**src/rtl/rfs_pkg.sv**
```systemverilog
// shared types, command codes and channel widening helpers for the rgb565 spi stream block
`default_nettype none
package rfs_pkg;

	localparam int SIZE_BITS = 13;
	localparam int CFG_INDEX_BITS = 1;
	localparam logic [CFG_INDEX_BITS-1:0] REG_FRAME_WIDTH = 1'b0;
	localparam logic [CFG_INDEX_BITS-1:0] REG_FRAME_HEIGHT = 1'b1;
	localparam logic [SIZE_BITS-1:0] FRAME_WIDTH_RESET = 13'd320;
	localparam logic [SIZE_BITS-1:0] FRAME_HEIGHT_RESET = 13'd480;

	localparam logic [7:0] CMD_COL_SET = 8'h2A;
	localparam logic [7:0] CMD_ROW_SET = 8'h2B;
	localparam logic [7:0] CMD_MEM_WRITE = 8'h2C;

	// byte positions within one request, header first
	localparam int STEP_BITS = 4;
	localparam logic [STEP_BITS-1:0] STEP_COL_CMD = 4'd0;
	localparam logic [STEP_BITS-1:0] STEP_COL_Z0 = 4'd1;
	localparam logic [STEP_BITS-1:0] STEP_COL_Z1 = 4'd2;
	localparam logic [STEP_BITS-1:0] STEP_COL_HI = 4'd3;
	localparam logic [STEP_BITS-1:0] STEP_COL_LO = 4'd4;
	localparam logic [STEP_BITS-1:0] STEP_ROW_CMD = 4'd5;
	localparam logic [STEP_BITS-1:0] STEP_ROW_Z0 = 4'd6;
	localparam logic [STEP_BITS-1:0] STEP_ROW_Z1 = 4'd7;
	localparam logic [STEP_BITS-1:0] STEP_ROW_HI = 4'd8;
	localparam logic [STEP_BITS-1:0] STEP_ROW_LO = 4'd9;
	localparam logic [STEP_BITS-1:0] STEP_MEM_CMD = 4'd10;
	localparam logic [STEP_BITS-1:0] STEP_RED = 4'd11;
	localparam logic [STEP_BITS-1:0] STEP_GREEN = 4'd12;
	localparam logic [STEP_BITS-1:0] STEP_BLUE = 4'd13;

	localparam int QDEPTH = 2;

	typedef struct packed {
		logic        start;
		logic        done;
		logic [7:0]  red;
		logic [7:0]  green;
		logic [7:0]  blue;
		logic [15:0] col_end;
		logic [15:0] row_end;
	} entry_t;

	function automatic logic [7:0] widen5(input logic [4:0] v);
		return {v, v[4:2]};
	endfunction

	function automatic logic [7:0] widen6(input logic [5:0] v);
		return {v, v[5:4]};
	endfunction

endpackage
`default_nettype wire

```
**src/rtl/rfs_front.sv**
```systemverilog
// front end: size registers, raster counters and pixel classification
`default_nettype none
module rfs_front #(
	parameter int COORD_BITS = 12
) (
	input  wire logic                                clk,
	input  wire logic                                arst_n,
	input  wire logic                                cfg_valid,
	input  wire logic [rfs_pkg::CFG_INDEX_BITS-1:0]  cfg_index,
	input  wire logic [rfs_pkg::SIZE_BITS-1:0]       cfg_data,
	input  wire logic                                pixel_valid,
	input  wire logic [15:0]                         pixel_rgb565,
	input  wire logic                                push_ready,
	output logic                                     push_valid,
	output rfs_pkg::entry_t                          push_entry
);
	import rfs_pkg::*;

	localparam logic [16:0] LIM_W = 17'd1 << COORD_BITS;

	logic [SIZE_BITS-1:0]  frame_width_q;
	logic [SIZE_BITS-1:0]  frame_height_q;
	logic [COORD_BITS-1:0] column_count_q;
	logic [COORD_BITS-1:0] row_count_q;
	logic [COORD_BITS-1:0] col_end;
	logic [COORD_BITS-1:0] row_end;
	logic [16:0]           width_w;
	logic [16:0]           height_w;
	logic                  accept;
	logic                  col_wrap;
	logic                  row_wrap;

	always_ff @(posedge clk or negedge arst_n) begin
		if (!arst_n) begin
			frame_width_q <= FRAME_WIDTH_RESET;
			frame_height_q <= FRAME_HEIGHT_RESET;
		end else if (cfg_valid) begin
			case (cfg_index)
				REG_FRAME_WIDTH: frame_width_q <= cfg_data;
				REG_FRAME_HEIGHT: frame_height_q <= cfg_data;
				default: ;
			endcase
		end
	end

	// zero acts as one, anything beyond the counter range clamps to it
	always_comb begin
		width_w = {4'd0, frame_width_q};
		height_w = {4'd0, frame_height_q};
		if (width_w == 17'd0)
			col_end = '0;
		else if (width_w > LIM_W)
			col_end = '1;
		else
			col_end = COORD_BITS'(width_w - 17'd1);
		if (height_w == 17'd0)
			row_end = '0;
		else if (height_w > LIM_W)
			row_end = '1;
		else
			row_end = COORD_BITS'(height_w - 17'd1);
	end

	assign accept = pixel_valid && push_ready;
	assign col_wrap = column_count_q >= col_end;
	assign row_wrap = row_count_q >= row_end;

	always_ff @(posedge clk or negedge arst_n) begin
		if (!arst_n) begin
			column_count_q <= '0;
			row_count_q <= '0;
		end else if (accept) begin
			if (col_wrap) begin
				column_count_q <= '0;
				if (row_wrap)
					row_count_q <= '0;
				else
					row_count_q <= row_count_q + 1'b1;
			end else begin
				column_count_q <= column_count_q + 1'b1;
			end
		end
	end

	assign push_valid = pixel_valid;

	always_comb begin
		push_entry.start = (column_count_q == '0) && (row_count_q == '0);
		push_entry.done = col_wrap && row_wrap;
		push_entry.red = widen5(pixel_rgb565[15:11]);
		push_entry.green = widen6(pixel_rgb565[10:5]);
		push_entry.blue = widen5(pixel_rgb565[4:0]);
		push_entry.col_end = 16'(col_end);
		push_entry.row_end = 16'(row_end);
	end

endmodule
`default_nettype wire

```
**src/rtl/rfs_queue.sv**
```systemverilog
// short register queue between front and back ends
`default_nettype none
module rfs_queue (
	input  wire logic             clk,
	input  wire logic             arst_n,
	input  wire logic             in_valid,
	output logic                  in_ready,
	input  wire rfs_pkg::entry_t  in_entry,
	output logic                  out_valid,
	input  wire logic             out_ready,
	output rfs_pkg::entry_t       out_entry
);
	import rfs_pkg::*;

	localparam int AW = (QDEPTH > 1) ? $clog2(QDEPTH) : 1;
	localparam int CW = $clog2(QDEPTH + 1);

	entry_t          slot_q [QDEPTH];
	logic [AW-1:0]   wr_ptr_q;
	logic [AW-1:0]   rd_ptr_q;
	logic [CW-1:0]   count_q;
	logic            push;
	logic            pop;

	assign in_ready = count_q != CW'(QDEPTH);
	assign out_valid = count_q != '0;
	assign push = in_valid && in_ready;
	assign pop = out_valid && out_ready;
	assign out_entry = slot_q[rd_ptr_q];

	always_ff @(posedge clk) begin
		if (push)
			slot_q[wr_ptr_q] <= in_entry;
	end

	always_ff @(posedge clk or negedge arst_n) begin
		if (!arst_n) begin
			wr_ptr_q <= '0;
			rd_ptr_q <= '0;
			count_q <= '0;
		end else begin
			if (push)
				wr_ptr_q <= (wr_ptr_q == AW'(QDEPTH - 1)) ? '0 : wr_ptr_q + 1'b1;
			if (pop)
				rd_ptr_q <= (rd_ptr_q == AW'(QDEPTH - 1)) ? '0 : rd_ptr_q + 1'b1;
			if (push && !pop)
				count_q <= count_q + 1'b1;
			else if (pop && !push)
				count_q <= count_q - 1'b1;
		end
	end

`ifndef SYNTHESIS
	a_count_bound: assert property (@(posedge clk) disable iff (!arst_n)
		count_q <= CW'(QDEPTH))
		else $error("queue count beyond depth");
	a_pop_moves: assert property (@(posedge clk) disable iff (!arst_n)
		pop && !push |=> count_q == $past(count_q) - 1'b1)
		else $error("queue pop lost");
`endif

endmodule
`default_nettype wire

```
**src/rtl/rfs_back.sv**
```systemverilog
// back end: byte sequencer and output register for the serial link
`default_nettype none
module rfs_back (
	input  wire logic             clk,
	input  wire logic             arst_n,
	input  wire logic             q_valid,
	output logic                  q_ready,
	input  wire rfs_pkg::entry_t  q_entry,
	output logic                  spi_valid,
	input  wire logic             spi_stall,
	output logic [7:0]            spi_byte,
	output logic                  is_data,
	output logic                  frame_done,
	output logic                  run_last
);
	import rfs_pkg::*;

	entry_t                cur_q;
	logic                  busy_q;
	logic [STEP_BITS-1:0]  step_q;
	logic                  valid_q;
	logic [7:0]            byte_q;
	logic                  is_data_q;
	logic                  done_q;
	logic                  last_q;
	logic                  adv;
	logic                  last_step;
	logic                  take;
	logic [7:0]            byte_c;
	logic                  cmd_c;

	assign adv = !valid_q || !spi_stall;
	assign last_step = busy_q && (step_q == STEP_BLUE);
	assign take = q_valid && (!busy_q || (adv && last_step));
	assign q_ready = take;

	always_comb begin
		cmd_c = 1'b0;
		case (step_q)
			STEP_COL_CMD: begin
				byte_c = CMD_COL_SET;
				cmd_c = 1'b1;
			end
			STEP_COL_Z0, STEP_COL_Z1, STEP_ROW_Z0, STEP_ROW_Z1: byte_c = 8'h00;
			STEP_COL_HI: byte_c = cur_q.col_end[15:8];
			STEP_COL_LO: byte_c = cur_q.col_end[7:0];
			STEP_ROW_CMD: begin
				byte_c = CMD_ROW_SET;
				cmd_c = 1'b1;
			end
			STEP_ROW_HI: byte_c = cur_q.row_end[15:8];
			STEP_ROW_LO: byte_c = cur_q.row_end[7:0];
			STEP_MEM_CMD: begin
				byte_c = CMD_MEM_WRITE;
				cmd_c = 1'b1;
			end
			STEP_RED: byte_c = cur_q.red;
			STEP_GREEN: byte_c = cur_q.green;
			STEP_BLUE: byte_c = cur_q.blue;
			default: byte_c = 8'h00;
		endcase
	end

	always_ff @(posedge clk) begin
		if (take)
			cur_q <= q_entry;
		if (adv) begin
			byte_q <= byte_c;
			is_data_q <= !cmd_c;
			done_q <= last_step && cur_q.done;
			last_q <= last_step;
		end
	end

	// a new request is loaded when idle, or while the blue byte of the current one goes out
	always_ff @(posedge clk or negedge arst_n) begin
		if (!arst_n) begin
			busy_q <= 1'b0;
			step_q <= STEP_COL_CMD;
			valid_q <= 1'b0;
		end else begin
			if (adv)
				valid_q <= busy_q;
			if (take) begin
				busy_q <= 1'b1;
				step_q <= q_entry.start ? STEP_COL_CMD : STEP_RED;
			end else if (adv && last_step) begin
				busy_q <= 1'b0;
			end else if (adv && busy_q) begin
				step_q <= step_q + 1'b1;
			end
		end
	end

	assign spi_valid = valid_q;
	assign spi_byte = byte_q;
	assign is_data = is_data_q;
	assign frame_done = done_q;
	assign run_last = last_q;

`ifndef SYNTHESIS
	a_done_on_last: assert property (@(posedge clk) disable iff (!arst_n)
		valid_q && done_q |-> last_q && is_data_q)
		else $error("frame end flagged off a pixel's final byte");
	a_step_range: assert property (@(posedge clk) disable iff (!arst_n)
		busy_q |-> step_q <= STEP_BLUE)
		else $error("sequencer step out of range");
	a_header_only_at_start: assert property (@(posedge clk) disable iff (!arst_n)
		busy_q && step_q < STEP_RED |-> cur_q.start)
		else $error("header bytes for a pixel that does not start a frame");
	a_stall_holds: assert property (@(posedge clk) disable iff (!arst_n)
		valid_q && spi_stall |=> valid_q && $stable(byte_q))
		else $error("output changed under stall");
`endif

endmodule
`default_nettype wire

```
**src/rtl/rgb565_frame_to_spi_display_stream.sv**
```systemverilog
// rgb565 pixel stream to display controller spi byte stream, top level
// Usage: pixels enter in raster order on pixel_valid/pixel_stall with pixel_rgb565.
// Bytes leave on spi_valid/spi_stall with spi_byte, is_data (0 for a command),
// frame_done (last byte of a frame, chip select may be released after it) and
// run_last (last byte caused by one pixel).
// The first pixel of a frame produces the 11-byte window header (column set,
// row set, memory write) and then its three colour bytes; every other pixel
// produces three bytes. Channels are widened by bit replication.
// Throughput: one byte per cycle on the output while spi_stall is low, set by the
// back-end byte sequencer; a pixel gives three bytes, a frame's first pixel fourteen.
// A taken pixel passes the queue slot, the sequencer request and the output register.
// A two-entry queue sits between the pixel side and the byte sequencer, so the
// pixel side keeps accepting while output bytes wait.
// Sizes are written on cfg_valid/cfg_ready (index 0 width, 1 height), by the user
// only while idle; the block does not enforce it. cfg_ready is always high.
// Reset: width 320, height 480, raster position at the frame start, no bytes
// pending. A stall on the output holds the current byte; pixel_stall rises once
// the queue is full.
`default_nettype none
module rgb565_frame_to_spi_display_stream #(
	parameter int COORD_BITS = 12
) (
	input  wire logic                                clk,
	input  wire logic                                arst_n,
	input  wire logic                                cfg_valid,
	output logic                                     cfg_ready,
	input  wire logic [rfs_pkg::CFG_INDEX_BITS-1:0]  cfg_index,
	input  wire logic [rfs_pkg::SIZE_BITS-1:0]       cfg_data,
	input  wire logic                                pixel_valid,
	output logic                                     pixel_stall,
	input  wire logic [15:0]                         pixel_rgb565,
	output logic                                     spi_valid,
	input  wire logic                                spi_stall,
	output logic [7:0]                               spi_byte,
	output logic                                     is_data,
	output logic                                     frame_done,
	output logic                                     run_last
);
	import rfs_pkg::*;

	logic   push_valid;
	logic   push_ready;
	entry_t push_entry;
	logic   pop_valid;
	logic   pop_ready;
	entry_t pop_entry;

	assign cfg_ready = 1'b1;
	assign pixel_stall = !push_ready;

	rfs_front #(
		.COORD_BITS(COORD_BITS)
	) u_front (
		.clk(clk),
		.arst_n(arst_n),
		.cfg_valid(cfg_valid),
		.cfg_index(cfg_index),
		.cfg_data(cfg_data),
		.pixel_valid(pixel_valid),
		.pixel_rgb565(pixel_rgb565),
		.push_ready(push_ready),
		.push_valid(push_valid),
		.push_entry(push_entry)
	);

	rfs_queue u_queue (
		.clk(clk),
		.arst_n(arst_n),
		.in_valid(push_valid),
		.in_ready(push_ready),
		.in_entry(push_entry),
		.out_valid(pop_valid),
		.out_ready(pop_ready),
		.out_entry(pop_entry)
	);

	rfs_back u_back (
		.clk(clk),
		.arst_n(arst_n),
		.q_valid(pop_valid),
		.q_ready(pop_ready),
		.q_entry(pop_entry),
		.spi_valid(spi_valid),
		.spi_stall(spi_stall),
		.spi_byte(spi_byte),
		.is_data(is_data),
		.frame_done(frame_done),
		.run_last(run_last)
	);

endmodule
`default_nettype wire
```
**config.mk**
```make
export PLATFORM = sky130hd
export DESIGN_NAME = rgb565_frame_to_spi_display_stream
export DESIGN_NICKNAME = d
export VERILOG_FILES = /design/src/rtl/rfs_pkg.sv /design/src/rtl/rfs_front.sv /design/src/rtl/rfs_queue.sv /design/src/rtl/rfs_back.sv /design/src/rtl/rgb565_frame_to_spi_display_stream.sv
export SDC_FILE = /design/constraint.sdc
export NUM_CORES = 1
export LEC_CHECK = 0
export BUFFER_PORTS_ARGS = -buffer_cell sky130_fd_sc_hd__buf_4
export CAP_MARGIN = 20
export CORE_MARGIN = 8
export CORE_UTILIZATION = 60
export DETAILED_ROUTE_END_ITERATION = 10
export PLACE_DENSITY = 0.77
export SLEW_MARGIN = 20
export SYNTH_ARGS = -nofsm -noshare
export SYNTH_HDL_FRONTEND = slang
export SYNTH_SLANG_ARGS = --single-unit
```
**constraint.sdc**
```tcl
create_clock -name clk -period 4.2 [get_ports clk]
set_input_delay 0.21 -clock clk [delete_from_list [all_inputs] [get_ports clk]]
set_output_delay 0.21 -clock clk [all_outputs]
set_load 0.01 [all_outputs]
```
# --- After elaboration in Yosys (flattened, before gate mapping) ---
# Memory sizes are Yosys's and may differ from the RTL's.
# Index checks and enable logic that the tools add are counted.
word_totals:
  out_inout_bits: 14
  elab_cells: 100
  n_memories: 1
  reg_bits: 128
  mem_bits_rw: 100
op_classes:
  n_mux: 20
  eq_ne: 11
  magnitude_cmp: 4
  bitwise_logic: 1
  reduce_logical: 34
  add_sub_neg: 9
mem_list:
  columns: ["memory", "depth", "width", "read_ports", "rd_clocked_by_memory_dff", "wr", "line", "source"]
  rows:
  - ["u_queue.slot_q", 2, 50, 1, 0, 1, "rfs_queue.sv:18", "entry_t slot_q [QDEPTH];"]
op_table:
  columns: ["cell", "n"]
  rows:
  - ["$pmux W8 S10", 1]
  - ["$mux W12", 6]
  - ["$gt A13 B13 Y1 const B", 2]
  - ["$logic_not A13 Y1", 2]
  - ["$add A12 B1 Y12 const B", 2]
  - ["$eq A4 B4 Y1 const B", 6]
  - ["$ge A12 B12 Y1", 2]
  - ["$logic_not A12 Y1", 2]
  - ["$sub A12 B1 Y12 const B", 2]
  - ["$mux W4", 4]
  - ["$logic_and A1 B1 Y1", 11]
  - ["$eq A4 B3 Y1 const B", 2]
  - ["$reduce_and A2 Y1", 4]
  - ["$reduce_bool A2 Y1", 4]
  - ["$logic_not A1 Y1", 7]
  - ["$mux W1", 7]
  - ["$add A4 B1 Y4 const B", 1]
  - ["$eq A4 B2 Y1 const B", 1]
  - ["$logic_not A4 Y1", 1]
  - ["$mux W2", 2]
  - ["$ne A2 B2 Y1 const B", 2]
  - ["$reduce_or A3 Y1", 1]
  - ["$add A1 B1 Y1 const B", 2]
  - ["$add A2 B1 Y2 const B", 1]
  - ["3 further kinds", 4]

# --- Longest topological paths before layout ---
# Gate-level depths: netlist of the first run.
depth:
  depth_word: 9
  mapped_depth: 15
  depth_no_buf: 14

# --- Modules after synthesis ---
# Synthesis of the first run repeated with hierarchy kept, for this count alone.
hier_totals:
  hier_cells: 821
  hier_area_um2: 11320.9
modules_own_cells:
  columns: ["mod", "seq_area_each_um2", "instances", "area_per_inst_um2", "cells_each"]
  rows:
  - ["rfs_queue", 3583.4, 1, 4425.5, 199]
  - ["rfs_front", 1258.7, 1, 3824.9, 426]
  - ["rfs_back", 2192.1, 1, 3055.4, 193]
  - ["rgb565_frame_to_spi_display_stream", 0.0, 1, 15.0, 3]

# --- Worst setup path after synthesis of the first run ---
# OpenSTA, ideal clock, no wires.
synth_timing:
  path_type: "reg2reg"
  from: "reg u_front.frame_height_q[6]"
  to: "mem u_queue.slot_q[0][48] in the netlist's numbering (data pin)"
  period_less_slack_ns: 3.820
  required_ns: 3.930
  slack_ns: 0.380
  stages_incl_launch_ff: 14
  path_buffers: 2
  setup_time_ns: 0.270
  arrival_ns: 3.550
  cell_sequence: "dfstp_2 > or3_1 > or3_4 > or3_1 > clkbuf_2 > nor2_1 > a21oi_1 > ha_1 > nand2b_1 > a2111oi_0 > a21oi_1 > a2111oi_2 > clkbuf_1 > nor2_1"
synth_lines:
  columns: ["item", "line", "source"]
  rows:
  - ["start: declaration", "rfs_front.sv:22", "logic [SIZE_BITS-1:0] frame_height_q;"]
  - ["start signal: assignment", "rfs_front.sv:40", "REG_FRAME_HEIGHT: frame_height_q <= cfg_data;"]
  - ["end: declaration", "rfs_queue.sv:18", null]

==> results.cfg, run 1 <==
[outcome]
status = completed

[global_routing]
grt_pass1_vias = 5922
grt_max_degree = 61
antenna_found_initial = 0
grt_overflow = 0
track_usage = 0.196
grt_pass1_wl_um = 30000

[timing]
drv_slew = 0
tns_ps = 0
timing.fmax_mhz = 251
worst_pin_slew_ps = 1050
fin_worst_skew_ps = 8.36
hold_violations = 0
finalCritPeriodShare = 0.950
slew_headroom = 0.303
period_needed_ps = 3990
rsz0062_at_grt = false
setup_violations = 0

[yosys]
yosys_most_used_dff = edfxtp_1
yosysTopAreaCell = edfxtp_1
synth_top_area_share = 0.446
syn_inst = 713
synth.distinct_cells = 67
synthesis.nets = 783
synth.yosys.seq_area_share = 0.611
synth_area_leaders = edfxtp_1, dfrtp_1, mux2_2
synth_seq_cells = 196
ys.warnings.count = 0
syn_avg_cell_area_um2 = 12.8
synth_edf_count = 136
async_flop_share = 0.306
syn_area_mm2 = 0.00916

[drt]
drtAntennaViolNets = 0
wl_per_cell_um = 19.2
wl_um = 18900
drtIter0Drc = 453
vias = 5889
viasPerCell = 5.99
drc = 0
dr.pass1.iters = 6

[layout]
nFillCells = 1023
fin_area_mm2 = 0.0105
drive_gt1_frac = 0.236
finalNetCount = 852
final_cell_mix = edfxtp_1, mux2_2, buf_4
area_growth_pct = 14.8
final_util = 0.699
final_common_cell = edfxtp_1
antenna_cells = 0

[hold_path]
worst_hold_path.num_cells = 3
min_to = u_front.frame_width_q[0]$_DFFE_PN0P_
hold_path_class = in2reg
min_from = cfg_data[0]

[cts]
h-tree-depth = 4
clock-sinks = 196
worstSkewPairLatency_ps = 430
cts_buffer_depth = 2
cts-root-buf = clkbuf_16
clk_pin_slew_ps = 70
cts-buffers-inserted = 17
cts_tree = built

[setup_path]
r2r_start = u_front.frame_height_q[6]$_DFFE_PN1P_
worst_r2r_path_depth = 13
cp.arrival_ps = 4310
path_max_fanout = 10
end_kind = flop
critPathLaunchType = flop
regToRegEndpoint = u_front.row_count_q[9]$_DFFE_PN0P_
cp.required_ps = 4520
r2r_slack_ps = 210
crit_type = reg2reg

[power_and_ir_drop]
p_switching_mw = 1.88
power_frac_seq = 0.478
ir_worst_vdd_v = 0.000368
p_per_area_mw_per_mm2 = 582
combPwrFrac = 0.258
power_leakage_nw = 4.00
power.share.switching = 0.308
power_frac_clock = 0.265
internal_power_mw = 4.23

[floorplan]
die_area_mm2 = 0.0195
start_util = 0.609
coreArea_mm2 = 0.0150
pin_count = 49
std_cell_rows = 45
die_w_um = 140
die_h_um = 140

[placement]
placed_cell_area_mm2 = 0.00969
port_buffers = 47
gp_congestion = 0.914
place_hpwl_um = 13000

[flow_run]
drv_cap = 0
cell usage after synthesis (4+ instances only):
| library cell | number |
|---|---|
| a31oi_1 | 4 |
| inv_1 | 33 |
| a32oi_1 | 8 |
| mux2_2 | 70 |
| nor4_1 | 6 |
| and2_1 | 7 |
| a21o_1 | 7 |
| and3_1 | 6 |
| xor2_1 | 12 |
| nand3_1 | 23 |
| or4_1 | 4 |
| xnor2_1 | 14 |
| o21a_1 | 7 |
| nand2b_1 | 7 |
| nand4_1 | 6 |
| ha_1 | 35 |
| o21ai_0 | 22 |
| dfrtp_1 | 54 |
| a21oi_1 | 30 |
| edfxtp_1 | 136 |
| nor3_1 | 13 |
| clkbuf_1 | 18 |
| nor2_1 | 50 |
| a22o_1 | 10 |
| dfstp_2 | 6 |
| nand2_1 | 51 |
| nor2b_1 | 11 |
| a22oi_1 | 4 |
layout make-up:
cell class / count / area, um2 / area share
clock buffers: 22 / 474 / 0.0451
clock inverters: 10 / 120 / 0.0114
inverters: 34 / 128 / 0.0121
multi-input cells: 457 / 3350 / 0.319
flip-flops and latches: 196 / 5590 / 0.532
well taps: 188 / 235 / 0.0224
repair buffers: 76 / 616 / 0.0585
worst max path at each step:
stage	start	endpoint	slack (ps)	cells past startpoint
global route	u_front.frame_height_q[6]$_DFFE_PN1P_	u_front.row_count_q[3]$_DFFE_PN0P_	20	13
floorplan	u_front.frame_height_q[6]$_DFFE_PN1P_	u_queue.slot_q[0][48]$_DFFE_PP_	380	13
finish	u_front.frame_height_q[6]$_DFFE_PN1P_	u_front.row_count_q[9]$_DFFE_PN0P_	210	13
global placement	u_front.frame_height_q[6]$_DFFE_PN1P_	u_front.row_count_q[9]$_DFFE_PN0P_	220	13
detailed placement	u_front.frame_height_q[6]$_DFFE_PN1P_	u_front.row_count_q[5]$_DFFE_PN0P_	100	13
CTS	u_front.frame_height_q[6]$_DFFE_PN1P_	u_front.row_count_q[3]$_DFFE_PN0P_	50	13
per-layer routing:
layer | GRT usage | wire [um]
met1 | 0.237 | 7970
met2 | 0.335 | 9540
met3 | 0.0489 | 930
met4 | 0.0714 | 412
met5 | 0 | 0
power groups by stage:
| stage | clock (mW) | combinational, mW | sequential, mW |
|---|---|---|---|
| after floorplan | 0 | 1.17 | 2.81 |
| after global placement | 0 | 1.48 | 2.93 |
| after detailed placement | 0 | 1.53 | 2.95 |
| after CTS | 1.64 | 1.56 | 2.92 |
| after global routing | 1.72 | 1.73 | 2.97 |
| final | 1.62 | 1.57 | 2.92 |
what timing repair did:
item	4_1_cts	5_1_grt
setup endpoints to repair	0	12
buffers inserted	0	5
endpoints found under the hold margin	87	0
hold buffers	18	0
resized for setup	0	7
worst max-delay path: stages (launching register included):
cell and delay [ps]:
dfstp_2 390, or3_1 410, or3_4 370, or3_4 440, nand2_1 130, a21oi_1 120, ha_1 310, nand2b_1 140
a2111oi_1 410, a21oi_1 100, a2111oi_2 360, buf_4 230, nand2_1 140, o311ai_0 330
cell families (layout without fill, tap and decap cells):
kind of cell,count (synthesis),in the layout,synth area share
buffers and inverters,60,142,0.0262
adder cells (fa/ha/maj),35,35,0.0478
multiplexers,72,72,0.0883
AO/OA/AOI/OAI,127,127,0.0974
flip-flops,196,196,0.611
AND/OR/NAND/NOR,196,196,0.104
XOR/XNOR,26,26,0.0249
other,1,1,0.000410
through the flow:
step	power [mW]	setup slack, ps	instances	hold slack [ps]
final	6.12	210	983	24.9
after global routing	6.42	21.0	983	18.7
after CTS	6.12	51.6	978	1.17
after detailed placement	4.48	95.3	928	344
after global placement	4.41	225	928	317
after floorplan	3.98	380	713	-85.6
sequential cells by signal (all words and copies together) (netlist names):
signal / cells
u_back.busy_q: 1
u_back.cur_q: 41
u_back.frame_done: 1
u_back.is_data: 1
u_back.run_last: 1
u_back.spi_byte: 8
u_back.spi_valid: 1
u_back.step_q: 4
u_front.column_count_q: 12
u_front.frame_height_q: 13
u_front.frame_width_q: 13
u_front.row_count_q: 12
u_queue.count_q: 2
u_queue.rd_ptr_q: 1
u_queue.slot_q: 84
u_queue.wr_ptr_q: 1
Note: power is estimated with default switching activity, not from simulation.
==> run 2, diff against run 1 <==
--- a/config.mk
+++ b/config.mk
@@ -10,6 +10,7 @@
 export CORE_MARGIN = 8
 export CORE_UTILIZATION = 60
 export DETAILED_ROUTE_END_ITERATION = 10
+export MAX_ROUTING_LAYER = met4
 export PLACE_DENSITY = 0.77
 export SLEW_MARGIN = 20
 export SYNTH_ARGS = -nofsm -noshare
==> run 2 against run 1 <==
- sequential power about the same
- combinational power about the same
- count of clock-buffer cells in the layout down 4
- non-clock buffer count down 1
- fmax down 0.11%
- flip-flop and latch count unchanged
- clock skew up 3.7 ps
- critical endpoint is now u_front.row_count_q[11]$_DFFE_PN0P_
- largest power group unchanged
==> results.cfg, run 2 (same netlist as run 1, synthesis figures left out) <==
[layout]
reg.largest.list = u_queue.slot_q x84, u_back.cur_q x41
final_util = 0.701
drive_gt1_frac = 0.232
area_growth_pct = 15.1
final_common_cell = edfxtp_1
largest_reg_flops = 84
antenna_cells = 0
max_flop_register = u_queue.slot_q
finalNetCount = 851
final_cell_mix = edfxtp_1, mux2_2, buf_4

[cts]
worstSkewPairLatency_ps = 440
cts_buffer_depth = 2
clk_pin_slew_ps = 70
h-tree-depth = 4
clock-sinks = 196
cts-buffers-inserted = 17
cts-root-buf = clkbuf_16
cts_tree = built

[power_and_ir_drop]
power_leakage_nw = 4.00
internal_power_mw = 4.31
power.share.switching = 0.307
ir_worst_vdd_v = 0.000371
combPwrFrac = 0.253
power_frac_clock = 0.276
p_per_area_mw_per_mm2 = 590
p_switching_mw = 1.91
power_frac_seq = 0.471

[hold_path]
hold_path_class = in2reg

[drt]
dr.pass1.iters = 5
viasPerCell = 5.94
wl_um = 18700
drtAntennaViolNets = 0
drc = 0
drtIter0Drc = 429
wl_per_cell_um = 19.0
vias = 5837

[global_routing]
grt_max_degree = 61
track_usage = 0.202
grt_pass1_wl_um = 30100
grt_pass1_vias = 5926
antenna_found_initial = 0
grt_overflow = 0

[timing]
period_needed_ps = 3990
slew_headroom = 0.317
final_critical_path_setup_slack_ps = 205
hold_violations = 0
worst_pin_slew_ps = 1020
finalCritPeriodShare = 0.951
timing.fmax_mhz = 250
whs_ps = 14.0
rsz0062_at_grt = false
setup_violations = 0
fin_worst_skew_ps = 12.0
drv_slew = 0
tns_ps = 0

[setup_path]
path_max_fanout = 7
cp.required_ps = 4520
crit_type = reg2reg
critPathLaunchType = flop
cp.arrival_ps = 4320
end_kind = flop

[floorplan]
die_w_um = 140
std_cell_rows = 45
die_h_um = 140
pin_count = 49
coreArea_mm2 = 0.0150
die_area_mm2 = 0.0195
start_util = 0.609

[placement]
place_hpwl_um = 13300
gp_congestion = 0.913
place_ws_ps = 49.1
port_buffers = 47

[outcome]
status = completed

[flow_run]
drv_cap = 0
-- run 2: metal layers --
metal / wire [um] / vias up / GRT usage / share of wire
li1: - / 2774 / - / -
met1: 7960 / 2873 / 0.237 / 0.43
met2: 9590 / 163 / 0.339 / 0.51
met3: 825 / 27 / 0.0424 / 0.044
met4: 318 / 0 / 0.0743 / 0.017
met5: 0 / - / - / 0
-- run 2: path summary, 6_finish.rpt --
check,from,endpoint,slack (ps),cells after the start
worst max-delay path,u_front.frame_width_q[5]$_DFFE_PN0P_,u_front.row_count_q[11]$_DFFE_PN0P_,210,12
worst min-delay path,cfg_data[0],u_front.frame_width_q[0]$_DFFE_PN0P_,10,3
worst max register to register,u_front.frame_width_q[5]$_DFFE_PN0P_,u_front.row_count_q[11]$_DFFE_PN0P_,210,12
worst min register to register,u_queue.count_q[1]$_DFFE_PN0P_,u_queue.count_q[1]$_DFFE_PN0P_,530,1
max in group asynchronous,arst_n,u_front.frame_height_q[9]$_DFFE_PN0P_,3260,2
min in group asynchronous,arst_n,u_back.step_q[2]$_DFFE_PN0P_,370,2
-- run 2: final cells by class --
class | instances | area (um2)
multi-input combinational | 457 | 3340
inverter | 34 | 128
sequential | 196 | 5590
fill | 979 | 4500
clock inverter | 14 | 201
tap | 188 | 235
clock buffer | 18 | 429
timing repair buffer | 75 | 608
-- run 2: metrics by stage --
| step | area, um2 | std cells | power, mW |
|---|---|---|---|
| after floorplan | 9160 | 713 | 3.98 |
| after global placement | 9690 | 928 | 4.42 |
| after detailed placement | 9690 | 928 | 4.50 |
| after CTS | 10500 | 978 | 6.23 |
| after global routing | 10500 | 982 | 6.52 |
| final | 10500 | 982 | 6.21 |
-- run 2: timing repair --
| item | in CTS | in global routing |
|---|---|---|
| hold endpoints to repair | 87 | 0 |
| endpoints found under the setup margin | 0 | 12 |
| hold buffers | 18 | 0 |
| gates resized for setup | 0 | 4 |
| buffers inserted | 0 | 4 |
-- run 2: worst max-delay path, stage by stage, from the launching register on --
cell       delay [ps]
dfrtp_1           450
or3_4             370
or4_1             530
or3_1             520
nand2_2           150
a21oi_1           120
ha_1              300
nand2b_1          140
a2111oi_0         350
or4_1             210
a31oi_2           130
and2_1            280
a221o_1           320
-- run 2: power groups by stage --
stage | Combinational, mW | Clock (mW) | Sequential, mW
2_1_floorplan | 1.17 | 0 | 2.81
3_3_place_gp | 1.49 | 0 | 2.93
3_5_place_dp | 1.54 | 0 | 2.96
4_1_cts | 1.58 | 1.74 | 2.92
5_1_grt | 1.73 | 1.81 | 2.97
6_report | 1.57 | 1.72 | 2.92
==> run 3, diff against run 2 <==
--- a/config.mk
+++ b/config.mk
@@ -11,7 +11,7 @@
 export CORE_UTILIZATION = 60
 export DETAILED_ROUTE_END_ITERATION = 10
 export MAX_ROUTING_LAYER = met4
-export PLACE_DENSITY = 0.77
+export PLACE_DENSITY = 0.75
 export SLEW_MARGIN = 20
 export SYNTH_ARGS = -nofsm -noshare
 export SYNTH_HDL_FRONTEND = slang
==> run 3 against run 2 <==
- worst setup slack got worse by 9.7 ps
- hold slack improved by 16 ps
- sequential share of layout area decreased by 0.050 points
- fmax decreased by 0.24%
- register-to-register slack about the same
==> results.cfg, run 3 (same netlist as run 1, synthesis figures left out) <==
[outcome]
status = completed

[setup_path]
critPathLaunchType = flop
r2r_start = u_front.frame_width_q[5]$_DFFE_PN0P_
cp.required_ps = 4510
worst_r2r_path_depth = 12
cp.depth = 12
path_max_fanout = 12
r2r_slack_ps = 200
worst_path_max_delay_cell = or4_1
regToRegEndpoint = u_front.row_count_q[4]$_DFFE_PN0P_
cp_top_family = simple AND/OR/NAND/NOR gates
path_cells = or3_4 -> or4_1 -> or3_4 -> nand2_2 -> a21oi_1 -> ha_1 -> nand2b_1 -> a2111oi_1 -> or4_1 -> a31o_2 -> a22o_1 -> a31o_2
cp.arrival_ps = 4320
cpPeakStageDelay_ps = 560
crit_type = reg2reg
end_kind = flop
critical_path_buf_inv_count = 0

[global_routing]
grt_use_met3 = 0.0414
grt_overflow = 0
grtUsageMet1 = 0.243
grt_pass1_vias = 6008
grt_pass1_wl_um = 30800
antenna_found_initial = 0
track_usage = 0.208
busiest_layer = met2
grt_max_degree = 61
grt_util_met2 = 0.358

[cts]
cts_buffer_depth = 2
worstSkewPairLatency_ps = 430
clk_pin_slew_ps = 70
cts_tree = built
clock-sinks = 196
cts-root-buf = clkbuf_16
h-tree-depth = 4
cts-buffers-inserted = 17

[hold_path]
min_to = u_front.frame_height_q[1]$_DFFE_PN0P_
hold_path_class = in2reg
worst_hold_path.num_cells = 2
min_from = cfg_data[1]

[floorplan]
pin_count = 49
die_w_um = 140
die_h_um = 140
start_util = 0.609
std_cell_rows = 45
coreArea_mm2 = 0.0150
die_area_mm2 = 0.0195

[layout]
final_cell_mix = edfxtp_1, mux2_2, buf_4
max_flop_register = u_queue.slot_q
antenna_cells = 0
final_common_cell = edfxtp_1
drive_gt1_frac = 0.239
largest_reg_flops = 84
fin_area_mm2 = 0.0105
reg.largest.list = u_queue.slot_q x84, u_back.cur_q x41
finalNetCount = 853
area_growth_pct = 15.2
final_util = 0.701

[timing]
drv_slew = 0
whs_ps = 30.2
slew_headroom = 0.285
fin_worst_skew_ps = 7.34
timing.fmax_mhz = 250
hold_violations = 0
worst_pin_slew_ps = 1070
setup_violations = 0
finalCritPeriodShare = 0.953
period_needed_ps = 4000

[power_and_ir_drop]
total_power_mw = 6.16
power_leakage_nw = 4.02
p_per_area_mw_per_mm2 = 584
ir_worst_vdd_v = 0.000341

[flow_run]
drv_cap = 0

[drt]
dr.pass1.iters = 5
drtIter0Drc = 389
drtAntennaViolNets = 0
wl_per_cell_um = 19.4
viasPerCell = 5.94
vias = 5845
drc = 0
wl_um = 19100

[placement]
gp_congestion = 0.905
port_buffers = 47
placed_cell_area_mm2 = 0.00969
place_hpwl_um = 13400
run 3: cell count changes in the layout (fill, tap and decap cells not counted), moves of 2 or more:
cell / previous run / this run
inv_8: 3 / 0
buf_4: 57 / 60
clkinv_1: 3 / 1
clkinv_2: 0 / 4
inv_6: 0 / 2
clkbuf_8: 0 / 2
run 3: power breakdown:
| group | switching (mW) | internal (mW) | leakage (nW) |
|---|---|---|---|
| Combinational | 0.861 | 0.714 | 1.77 |
| Clock | 0.687 | 0.969 | 0.297 |
| Sequential | 0.334 | 2.59 | 1.95 |
run 3: layout make-up:
cell class                      instances  area [um2]
Multi-Input combinational cell        457        3360
Tap cell                              188         235
Clock inverter                         12         151
Fill cell                            1066        4490
Sequential cell                       196        5590
Inverter                               34         128
Clock buffer                           20         457
Timing Repair Buffer                   77         621
run 3: metal layers:
metal  wire (um)  vias to the layer above  share of wire
li1            -                     2783              -
met1        8040                     2883           0.42
met2        9920                      154           0.52
met3         812                       25          0.043
met4         318                        0          0.017
met5           0                        -              0
run 3: worst max-delay path by stage:
stage,slack [ps],from,end
6_report,200,u_front.frame_width_q[5]$_DFFE_PN0P_,u_front.row_count_q[4]$_DFFE_PN0P_
5_1_grt,-4,u_front.frame_width_q[5]$_DFFE_PN0P_,u_front.row_count_q[11]$_DFFE_PN0P_
4_1_cts,50,u_front.frame_width_q[5]$_DFFE_PN0P_,u_front.row_count_q[11]$_DFFE_PN0P_
3_5_place_dp,-20,u_front.frame_width_q[5]$_DFFE_PN0P_,u_front.row_count_q[5]$_DFFE_PN0P_
3_3_place_gp,190,u_front.frame_width_q[5]$_DFFE_PN0P_,u_front.row_count_q[11]$_DFFE_PN0P_
2_1_floorplan,380,u_front.frame_height_q[6]$_DFFE_PN1P_,u_queue.slot_q[0][48]$_DFFE_PP_
run 3: per-stage QoR:
step / worst slack (ps) / instances / TNS (ps)
after floorplan: 380 / 713 / 0
after global placement: 193 / 929 / 0
after detailed placement: -24.8 / 929 / -24.8
after CTS: 45.1 / 978 / 0
after global routing: -4.01 / 984 / -4.01
final: 196 / 984 / 0
run 3: repair_timing:
| item | CTS | global route |
|---|---|---|
| endpoints found under the hold margin | 86 | 0 |
| buffers inserted | 0 | 6 |
| gates resized for setup | 1 | 7 |
| endpoints found under the setup margin | 2 | 11 |
| hold buffers | 17 | 0 |
| pin swaps | 0 | 2 |
